File: src/rtl/json_string_unescaper_macros.svh
// ----------------------------------------------------------------------------
// json_string_unescaper_macros
// Assertion macros used by the top file of the string unescaper.
// ----------------------------------------------------------------------------
`ifndef JSON_STRING_UNESCAPER_MACROS_SVH
`define JSON_STRING_UNESCAPER_MACROS_SVH

// same-cycle implication, sampled on clk_i, off while in reset
`define JSU_ASSERT_IMP(name, ante, cons, msg) \
  name: assert property (@(posedge clk_i) disable iff (!rst_ni) (ante) |-> (cons)) \
    else $error(msg);

// next-cycle implication, sampled on clk_i, off while in reset
`define JSU_ASSERT_NXT(name, ante, cons, msg) \
  name: assert property (@(posedge clk_i) disable iff (!rst_ni) (ante) |=> (cons)) \
    else $error(msg);

`endif

File: src/rtl/jsu_pkg.sv
// ----------------------------------------------------------------------------
// jsu_pkg
// Types, character codes and decode helpers of the string unescaper.
// ----------------------------------------------------------------------------
package jsu_pkg;

  // character codes
  localparam logic [7:0] CH_NUL    = 8'h00;
  localparam logic [7:0] CH_QUOTE  = 8'h22;
  localparam logic [7:0] CH_SLASH  = 8'h2F;
  localparam logic [7:0] CH_BSLASH = 8'h5C;
  localparam logic [7:0] CH_0      = 8'h30;
  localparam logic [7:0] CH_9      = 8'h39;
  localparam logic [7:0] CH_UP_A   = 8'h41;
  localparam logic [7:0] CH_UP_F   = 8'h46;
  localparam logic [7:0] CH_LO_A   = 8'h61;
  localparam logic [7:0] CH_LO_F   = 8'h66;
  localparam logic [7:0] CH_LO_B   = 8'h62;
  localparam logic [7:0] CH_LO_N   = 8'h6E;
  localparam logic [7:0] CH_LO_R   = 8'h72;
  localparam logic [7:0] CH_LO_T   = 8'h74;
  localparam logic [7:0] CH_LO_U   = 8'h75;
  localparam logic [7:0] CH_LF     = 8'h0A;
  localparam logic [7:0] CH_CR     = 8'h0D;
  localparam logic [7:0] CH_TAB    = 8'h09;
  localparam logic [7:0] CH_FF     = 8'h0C;
  localparam logic [7:0] CH_BS     = 8'h08;
  localparam logic [7:0] HEX_TEN   = 8'd10;

  // result status codes
  typedef enum logic [1:0] {
    STAT_OK  = 2'd0,
    STAT_NUL = 2'd1,
    STAT_ESC = 2'd2,
    STAT_HEX = 2'd3
  } status_e;

  // scan modes, one-hot
  typedef enum logic [6:0] {
    MODE_IDLE = 7'b0000001,
    MODE_STR  = 7'b0000010,
    MODE_ESC  = 7'b0000100,
    MODE_HEX1 = 7'b0001000,
    MODE_HEX2 = 7'b0010000,
    MODE_HEX3 = 7'b0100000,
    MODE_HEX4 = 7'b1000000
  } mode_e;

  // one result beat
  typedef struct packed {
    logic [7:0] out_byte;
    logic       byte_valid;
    logic       last;
    status_e    status;
  } result_t;

  // decoded character lookup
  typedef struct packed {
    logic       ok;
    logic [7:0] value;
  } lookup_t;

  // hex digit of either case, value in the low nibble
  function automatic lookup_t hex_digit(logic [7:0] c);
    lookup_t r;
    r.ok    = 1'b0;
    r.value = 8'd0;
    if (c >= CH_0 && c <= CH_9) begin
      r.ok    = 1'b1;
      r.value = c - CH_0;
    end else if (c >= CH_UP_A && c <= CH_UP_F) begin
      r.ok    = 1'b1;
      r.value = c - CH_UP_A + HEX_TEN;
    end else if (c >= CH_LO_A && c <= CH_LO_F) begin
      r.ok    = 1'b1;
      r.value = c - CH_LO_A + HEX_TEN;
    end
    return r;
  endfunction

  // single-character escape map, \u excluded
  function automatic lookup_t escape_char(logic [7:0] c);
    lookup_t r;
    r.ok    = 1'b1;
    r.value = c;
    case (c)
      CH_LO_N:   r.value = CH_LF;
      CH_LO_R:   r.value = CH_CR;
      CH_LO_T:   r.value = CH_TAB;
      CH_LO_F:   r.value = CH_FF;
      CH_LO_B:   r.value = CH_BS;
      CH_QUOTE:  r.value = CH_QUOTE;
      CH_SLASH:  r.value = CH_SLASH;
      CH_BSLASH: r.value = CH_BSLASH;
      default: begin
        r.ok    = 1'b0;
        r.value = 8'd0;
      end
    endcase
    return r;
  endfunction

endpackage

File: src/rtl/jsu_in_stage.sv
// ----------------------------------------------------------------------------
// jsu_in_stage
// Input register: holds one raw byte beat until the decoder takes it.
// ----------------------------------------------------------------------------
module jsu_in_stage (
  input  logic       clk_i,
  input  logic       rst_ni,
  input  logic       valid_i,
  output logic       ready_o,
  input  logic [7:0] byte_i,
  output logic       valid_o,
  input  logic       take_i,
  output logic [7:0] byte_o
);

  logic       valid_q, valid_d;
  logic [7:0] byte_q;
  logic       load;

  // room when empty or when the held beat leaves this cycle
  assign ready_o = !valid_q || take_i;
  assign load    = valid_i && ready_o;

  always_comb begin
    valid_d = valid_q;
    if (load) begin
      valid_d = 1'b1;
    end else if (take_i) begin
      valid_d = 1'b0;
    end
  end

  always_ff @(posedge clk_i or negedge rst_ni) begin
    if (!rst_ni) begin
      valid_q <= 1'b0;
    end else begin
      valid_q <= valid_d;
    end
  end

  // payload
  always_ff @(posedge clk_i) begin
    if (load) begin
      byte_q <= byte_i;
    end
  end

  assign valid_o = valid_q;
  assign byte_o  = byte_q;

endmodule

File: src/rtl/jsu_core.sv
// ----------------------------------------------------------------------------
// jsu_core
// Scan state machine: decodes one byte per step and forms its result.
// ----------------------------------------------------------------------------
module jsu_core (
  input  logic             clk_i,
  input  logic             rst_ni,
  input  logic             step_i,
  input  logic [7:0]       byte_i,
  output logic             emit_o,
  output jsu_pkg::result_t result_o
);

  jsu_pkg::mode_e   mode_q, mode_d;
  logic [3:0]       nib_q, nib_d;
  jsu_pkg::lookup_t hex;
  jsu_pkg::lookup_t esc;
  logic [7:0]       pair_byte;

  assign hex       = jsu_pkg::hex_digit(byte_i);
  assign esc       = jsu_pkg::escape_char(byte_i);
  assign pair_byte = {nib_q, hex.value[3:0]};

  // next state and result
  always_comb begin
    mode_d              = mode_q;
    nib_d               = nib_q;
    emit_o              = 1'b0;
    result_o.out_byte   = 8'd0;
    result_o.byte_valid = 1'b0;
    result_o.last       = 1'b0;
    result_o.status     = jsu_pkg::STAT_OK;
    unique case (mode_q) inside
      jsu_pkg::MODE_STR: begin
        if (byte_i == jsu_pkg::CH_QUOTE) begin
          mode_d        = jsu_pkg::MODE_IDLE;
          emit_o        = 1'b1;
          result_o.last = 1'b1;
        end else if (byte_i == jsu_pkg::CH_NUL) begin
          mode_d          = jsu_pkg::MODE_IDLE;
          nib_d           = 4'd0;
          emit_o          = 1'b1;
          result_o.last   = 1'b1;
          result_o.status = jsu_pkg::STAT_NUL;
        end else if (byte_i == jsu_pkg::CH_BSLASH) begin
          mode_d = jsu_pkg::MODE_ESC;
        end else begin
          emit_o              = 1'b1;
          result_o.out_byte   = byte_i;
          result_o.byte_valid = 1'b1;
        end
      end
      jsu_pkg::MODE_ESC: begin
        if (byte_i == jsu_pkg::CH_LO_U) begin
          mode_d = jsu_pkg::MODE_HEX1;
        end else if (esc.ok) begin
          mode_d              = jsu_pkg::MODE_STR;
          emit_o              = 1'b1;
          result_o.out_byte   = esc.value;
          result_o.byte_valid = 1'b1;
        end else begin
          mode_d          = jsu_pkg::MODE_IDLE;
          nib_d           = 4'd0;
          emit_o          = 1'b1;
          result_o.last   = 1'b1;
          result_o.status = jsu_pkg::STAT_ESC;
        end
      end
      jsu_pkg::MODE_HEX1, jsu_pkg::MODE_HEX3, jsu_pkg::MODE_HEX2,
      jsu_pkg::MODE_HEX4: begin
        if (!hex.ok) begin
          mode_d          = jsu_pkg::MODE_IDLE;
          nib_d           = 4'd0;
          emit_o          = 1'b1;
          result_o.last   = 1'b1;
          result_o.status = jsu_pkg::STAT_HEX;
        end else if (mode_q == jsu_pkg::MODE_HEX1) begin
          nib_d  = hex.value[3:0];
          mode_d = jsu_pkg::MODE_HEX2;
        end else if (mode_q == jsu_pkg::MODE_HEX3) begin
          nib_d  = hex.value[3:0];
          mode_d = jsu_pkg::MODE_HEX4;
        end else if (mode_q == jsu_pkg::MODE_HEX2) begin
          // high byte of the pair is dropped when zero
          nib_d               = 4'd0;
          mode_d              = jsu_pkg::MODE_HEX3;
          emit_o              = (pair_byte != 8'd0);
          result_o.out_byte   = pair_byte;
          result_o.byte_valid = 1'b1;
        end else begin
          nib_d               = 4'd0;
          mode_d              = jsu_pkg::MODE_STR;
          emit_o              = 1'b1;
          result_o.out_byte   = pair_byte;
          result_o.byte_valid = 1'b1;
        end
      end
      default: begin
        // idle: wait for the opening quote
        mode_d = (byte_i == jsu_pkg::CH_QUOTE) ? jsu_pkg::MODE_STR : jsu_pkg::MODE_IDLE;
      end
    endcase
  end

  // state registers advance once per consumed byte
  always_ff @(posedge clk_i or negedge rst_ni) begin
    if (!rst_ni) begin
      mode_q <= jsu_pkg::MODE_IDLE;
      nib_q  <= 4'd0;
    end else if (step_i) begin
      mode_q <= mode_d;
      nib_q  <= nib_d;
    end
  end

endmodule

File: src/rtl/jsu_out_stage.sv
// ----------------------------------------------------------------------------
// jsu_out_stage
// Result register: holds one result beat until the sink takes it.
// ----------------------------------------------------------------------------
module jsu_out_stage (
  input  logic             clk_i,
  input  logic             rst_ni,
  input  logic             load_i,
  input  jsu_pkg::result_t result_i,
  output logic             room_o,
  output logic             valid_o,
  input  logic             ready_i,
  output jsu_pkg::result_t result_o
);

  logic             valid_q, valid_d;
  jsu_pkg::result_t result_q;

  // free when empty or draining this cycle
  assign room_o = !valid_q || ready_i;

  always_comb begin
    valid_d = valid_q;
    if (load_i) begin
      valid_d = 1'b1;
    end else if (ready_i) begin
      valid_d = 1'b0;
    end
  end

  always_ff @(posedge clk_i or negedge rst_ni) begin
    if (!rst_ni) begin
      valid_q <= 1'b0;
    end else begin
      valid_q <= valid_d;
    end
  end

  // payload
  always_ff @(posedge clk_i) begin
    if (load_i) begin
      result_q <= result_i;
    end
  end

  assign valid_o  = valid_q;
  assign result_o = result_q;

endmodule

File: src/rtl/json_string_unescaper.sv
// ----------------------------------------------------------------------------
// json_string_unescaper
// Streaming unescaper for one quoted JSON string, one byte per beat.
// ----------------------------------------------------------------------------
// Takes one raw byte per clock while the input register has room and gives
// at most one result per byte: a byte goes into the input register, is decoded
// by the scan state machine once the result register has room and lands in the
// result register. Sustained rate is one byte per cycle whenever the sink is
// ready; the input register and the result register set the latency. Bytes
// before an opening quote are dropped, a closing quote or an error gives a
// beat with tlast set and no content byte, \u pairs give their raw bytes with
// a zero high byte left out.

`include "json_string_unescaper_macros.svh"

module json_string_unescaper (
  input  logic       clk_i,
  input  logic       rst_ni,
  input  logic       s_axis_tvalid,
  output logic       s_axis_tready,
  input  logic [7:0] s_axis_tdata,   // [7:0] in_byte
  output logic       m_axis_tvalid,
  input  logic       m_axis_tready,
  output logic [7:0] m_axis_tdata,   // [7:0] out_byte
  output logic       m_axis_tlast,
  output logic [2:0] m_axis_tuser    // [0] byte_valid, [2:1] status
);

  logic             in_valid;
  logic [7:0]       in_byte;
  logic             out_room;
  logic             step;
  logic             emit;
  jsu_pkg::result_t core_result;
  jsu_pkg::result_t out_result;

  // decoder consumes a byte whenever the result register has room
  assign step = in_valid && out_room;

  jsu_in_stage u_in (
    .clk_i   (clk_i),
    .rst_ni  (rst_ni),
    .valid_i (s_axis_tvalid),
    .ready_o (s_axis_tready),
    .byte_i  (s_axis_tdata),
    .valid_o (in_valid),
    .take_i  (step),
    .byte_o  (in_byte)
  );

  jsu_core u_core (
    .clk_i    (clk_i),
    .rst_ni   (rst_ni),
    .step_i   (step),
    .byte_i   (in_byte),
    .emit_o   (emit),
    .result_o (core_result)
  );

  jsu_out_stage u_out (
    .clk_i    (clk_i),
    .rst_ni   (rst_ni),
    .load_i   (step && emit),
    .result_i (core_result),
    .room_o   (out_room),
    .valid_o  (m_axis_tvalid),
    .ready_i  (m_axis_tready),
    .result_o (out_result)
  );

  // output beat packing
  assign m_axis_tdata = out_result.out_byte;
  assign m_axis_tlast = out_result.last;
  assign m_axis_tuser = {out_result.status, out_result.byte_valid};

  // checks
  `JSU_ASSERT_IMP(a_last_no_content, m_axis_tvalid && m_axis_tlast,
                  !m_axis_tuser[0] && m_axis_tdata == 8'd0, "end beat carries content")
  `JSU_ASSERT_IMP(a_content_ok, m_axis_tvalid && m_axis_tuser[0],
                  !m_axis_tlast && m_axis_tuser[2:1] == jsu_pkg::STAT_OK,
                  "content beat marked as end or error")
  `JSU_ASSERT_IMP(a_error_ends, m_axis_tvalid && m_axis_tuser[2:1] != jsu_pkg::STAT_OK,
                  m_axis_tlast, "error beat without tlast")
  `JSU_ASSERT_IMP(a_stall_cause, !s_axis_tready,
                  in_valid && m_axis_tvalid && !m_axis_tready,
                  "input stalled without a blocked result")

endmodule

File: config.mk
export PLATFORM = sky130hd
export DESIGN_NAME = json_string_unescaper
export DESIGN_NICKNAME = d
export VERILOG_FILES = /design/src/rtl/jsu_pkg.sv /design/src/rtl/jsu_in_stage.sv /design/src/rtl/jsu_core.sv /design/src/rtl/jsu_out_stage.sv /design/src/rtl/json_string_unescaper.sv
export VERILOG_INCLUDE_DIRS = /design/src /design/src/rtl
export SDC_FILE = /design/constraint.sdc
export NUM_CORES = 1
export LEC_CHECK = 0
export BUFFER_PORTS_ARGS = -buffer_cell sky130_fd_sc_hd__buf_4
export CAP_MARGIN = 20
export CORE_ASPECT_RATIO = 0.75
export CORE_MARGIN = 8
export CORE_UTILIZATION = 25
export DETAILED_ROUTE_END_ITERATION = 6
export PLACE_DENSITY = 0.51
export SLEW_MARGIN = 0
export SYNTH_ARGS = -nofsm -noshare
export SYNTH_HDL_FRONTEND = slang
export SYNTH_SLANG_ARGS = --single-unit
File: constraint.sdc
create_clock -name clk_i -period 3.6 [get_ports clk_i]
set_input_delay 0.72 -clock clk_i [delete_from_list [all_inputs] [get_ports clk_i]]
set_output_delay 0.72 -clock clk_i [all_outputs]
set_load 0.03 [all_outputs]
==> impl_metrics.toml <==
[yosys]
synthesis.nets = 235
synthFlopType = "edfxtp_1"
synth.most_common_cell = "edfxtp_1"
synthTopCellsByArea = "edfxtp_1 (27%), dfrtp_1 (13%), nand2_1 (3.2%), ha_1 (2.2%), o21ai_0 (2.2%)"
syn_area_sq_um = 2241
yosys-top-cells-count = "edfxtp_1 (20), nand2_1 (19), dfrtp_1 (12)"
avgSynthCellArea_sq_um = 10.23
synth_top_cell_area_share_pct = 26.80
syn_inst = 219
synth.largest_area_cell = "edfxtp_1"
yosys_warnings = 0
yosysSeqAreaShare_pct = 41.37
synth_edf_count = 20
ys_ff_latch = 33
postSynth.asyncResetShare_pct = 39.39
synth_cell_types = 71

[power_and_ir_drop]
p_per_area_nw_per_um2 = 338.0
combPwrFrac_pct = 6.8
ir_drop_mv = 0.1609
p_seq_share_pct = 47.1
power_switching_mw = 0.1939
power_mw = 0.8982
clkPwrFrac_pct = 46.1
swShare_pct = 21.58
internal-power_mw = 0.7044
leakage_nw = 0.9712

[setup_path]
critPathLaunchType = "register"
cpLargestDelayFamily = "simple AND/OR/NAND/NOR gates"
worst_r2r_startpoint = "u_in.byte_o[0]"
crit_slowest_cell = "or4b_1"
path_class = "reg2reg"
slowest_delay_ns = 0.61
path_cells = "inv_1 > ha_1 > nor3b_1 > a211oi_4 > or4b_1 > o211ai_1 > nor3_1 > nor2_1 > buf_4"
r2r_slack_ns = 0.53
cp_max_fo = 12
worst_ep_arrival_time_ns = 3.04
cp.buffers_inverters = 2
crit_required_ns = 3.57
critPathCaptureType = "register"
crit_start = "u_in.byte_o[0]"

[layout]
fin_cells = 353
final_cell_area_sq_um = 2658
diodes = 0
drive_gt1_share_pct = 21.58
area.growth.synth_to_final_pct = 18.59
nets = 256

[floorplan]
fp.dieW_um = 125.3
die_area_sq_um = 12280
core_area_sq_um = 8896
dieHeight_um = 97.99
io_pins = 26
start_util_pct = 25.19
rows = 30

[sta]
rsz0062_at_grt = "no"
clock.fmax_mhz = 325.8
fin_crit_sh_pct = 85.25
timing.slew.headroom_pct = 64.44
skew_ns = 0.003059
holdWs_ns = 0.2841
min_period_ns = 3.069
tns_ns = 0
final-setup-viol-count = 0
hold_viol = 0
drv_slew = 0
worstMarginPinSlew_ns = 0.5323

[flow_run]
timing.max_cap.violations = 0

[drt]
wl_per_cell_um = 16.36
ant_nets = 0
drt_pass1_iterations = 4
viasPerCell = 5.147
drt-initial-drc-count = 187
route.detailed.drc = 0
vias = 1817
wl_um = 5774

[clock_tree]
clkTransAtPathRegs_ns = 0.05
clock_path_buffers = 2
ctsResizeCount = 0
cts_tree = "yes"
htree_num_levels = 2
clk_latency_ns = 0.27
cts_made_buffers = 5
post-cts-setup-buffer-count = 0
root_buffer = "clkbuf_16"
clkSinkCount = 33
holdBufCountCts = 0

[placed_design]
placed_cells = 345
dp_hpwl_um = 4521
io_buffers = 25
place.gp.congestion = 0.8432
placed_area_sq_um = 2510

[outcome]
status = "finished, final reports clean"

[global_routing]
grt_max_degree = 15
grt_pass1_wl_um = 9453
overflow = 0
groute.usage.overall_pct = 9.512
antenna_found_initial = 0
grt_pass1_vias = 1756

[min_path]
hold_path.class = "in2async"
[through the flow]
| stage | worst slack (ns) | util [%] |
|---|---|---|
| finish | 0.5309 | 29.87 |
| global route | 0.3076 | 29.87 |
| CTS | 0.5548 | 29.87 |
| detailed placement | 0.5768 | 28.21 |
| global placement | 0.7253 | 28.21 |
| floorplan | 0.5820 | - |
[cells by family (layout without fill, tap and decap cells)]
family | Yosys count | after routing | synth area share [%]
buffers and inverters | 19 | 41 | 4.299
adder cells (fa/ha/maj) | 4 | 4 | 2.233
AO/OA/AOI/OAI | 64 | 64 | 22.95
flip-flops | 33 | 33 | 41.37
multiplexers | 6 | 6 | 2.903
XOR/XNOR | 4 | 4 | 1.564
AND/OR/NAND/NOR | 89 | 89 | 24.68
[cell type report]
class	instances	area (sq um)
clock buffer	6	138.9
clock inverter	2	8.758
fill	923	6238
inverter	6	22.52
multi-input combinational	167	1217
sequential	33	927.1
tap	112	140.1
timing repair buffer	27	202.7
[flip-flops by register name, indices dropped and copies added, names as in the netlist]
register and cells:
u_out.result_o 12, u_in.byte_o 8, u_core.nib_q 4, u_core.mode_q 7
u_out.valid_o 1, u_in.valid_o 1
[cell usage in the layout (no fill, tap or decap), types with 5 or more instances in the layout]
cell type  instances
nand3_1            8
nand2b_1           7
buf_4             27
nand2_1           19
dfrtp_1           12
nor3_1             8
a21oi_1            7
o21ai_0           10
clkbuf_16          5
edfxtp_1          20
and2_1             6
nor2_1            11
inv_1              6
[worst reg2reg max path, stage by stage, from the launching register on]
cell and delay, ns:
edfxtp_1 0.49, inv_1 0.23, ha_1 0.30, nor3b_1 0.46
a211oi_4 0.11, or4b_1 0.61, o211ai_1 0.13, nor3_1 0.09
nor2_1 0.14, buf_4 0.22
[final timing paths]
path | endpoint | cells after the start
worst max-delay path | u_out.result_o[1] | 9
worst min-delay path | u_core.nib_q[0] | 1
worst max register to register | u_out.result_o[1] | 9
worst min register to register | u_core.mode_q[0] | 2
max in group asynchronous | u_core.mode_q[0] | 1
min in group clk_i | u_core.mode_q[0] | 2
[routing by layer]
metal  routed length [um]  global-route usage, %
met1                 3027                  14.60
met2                 2240                  12.12
met3                  476                  3.048
met4                   30                  2.239
met5                    0                      0
[power by group through the flow]
stage	clock [mW]	sequential (mW)	combinational, mW
floorplan	0	0.420	0.0428
global placement	0	0.429	0.0611
detailed placement	0	0.429	0.0608
CTS	0.424	0.422	0.0612
global route	0.440	0.424	0.0672
finish	0.414	0.423	0.0613
No activity file was read; power rests on OpenSTA's default activity.
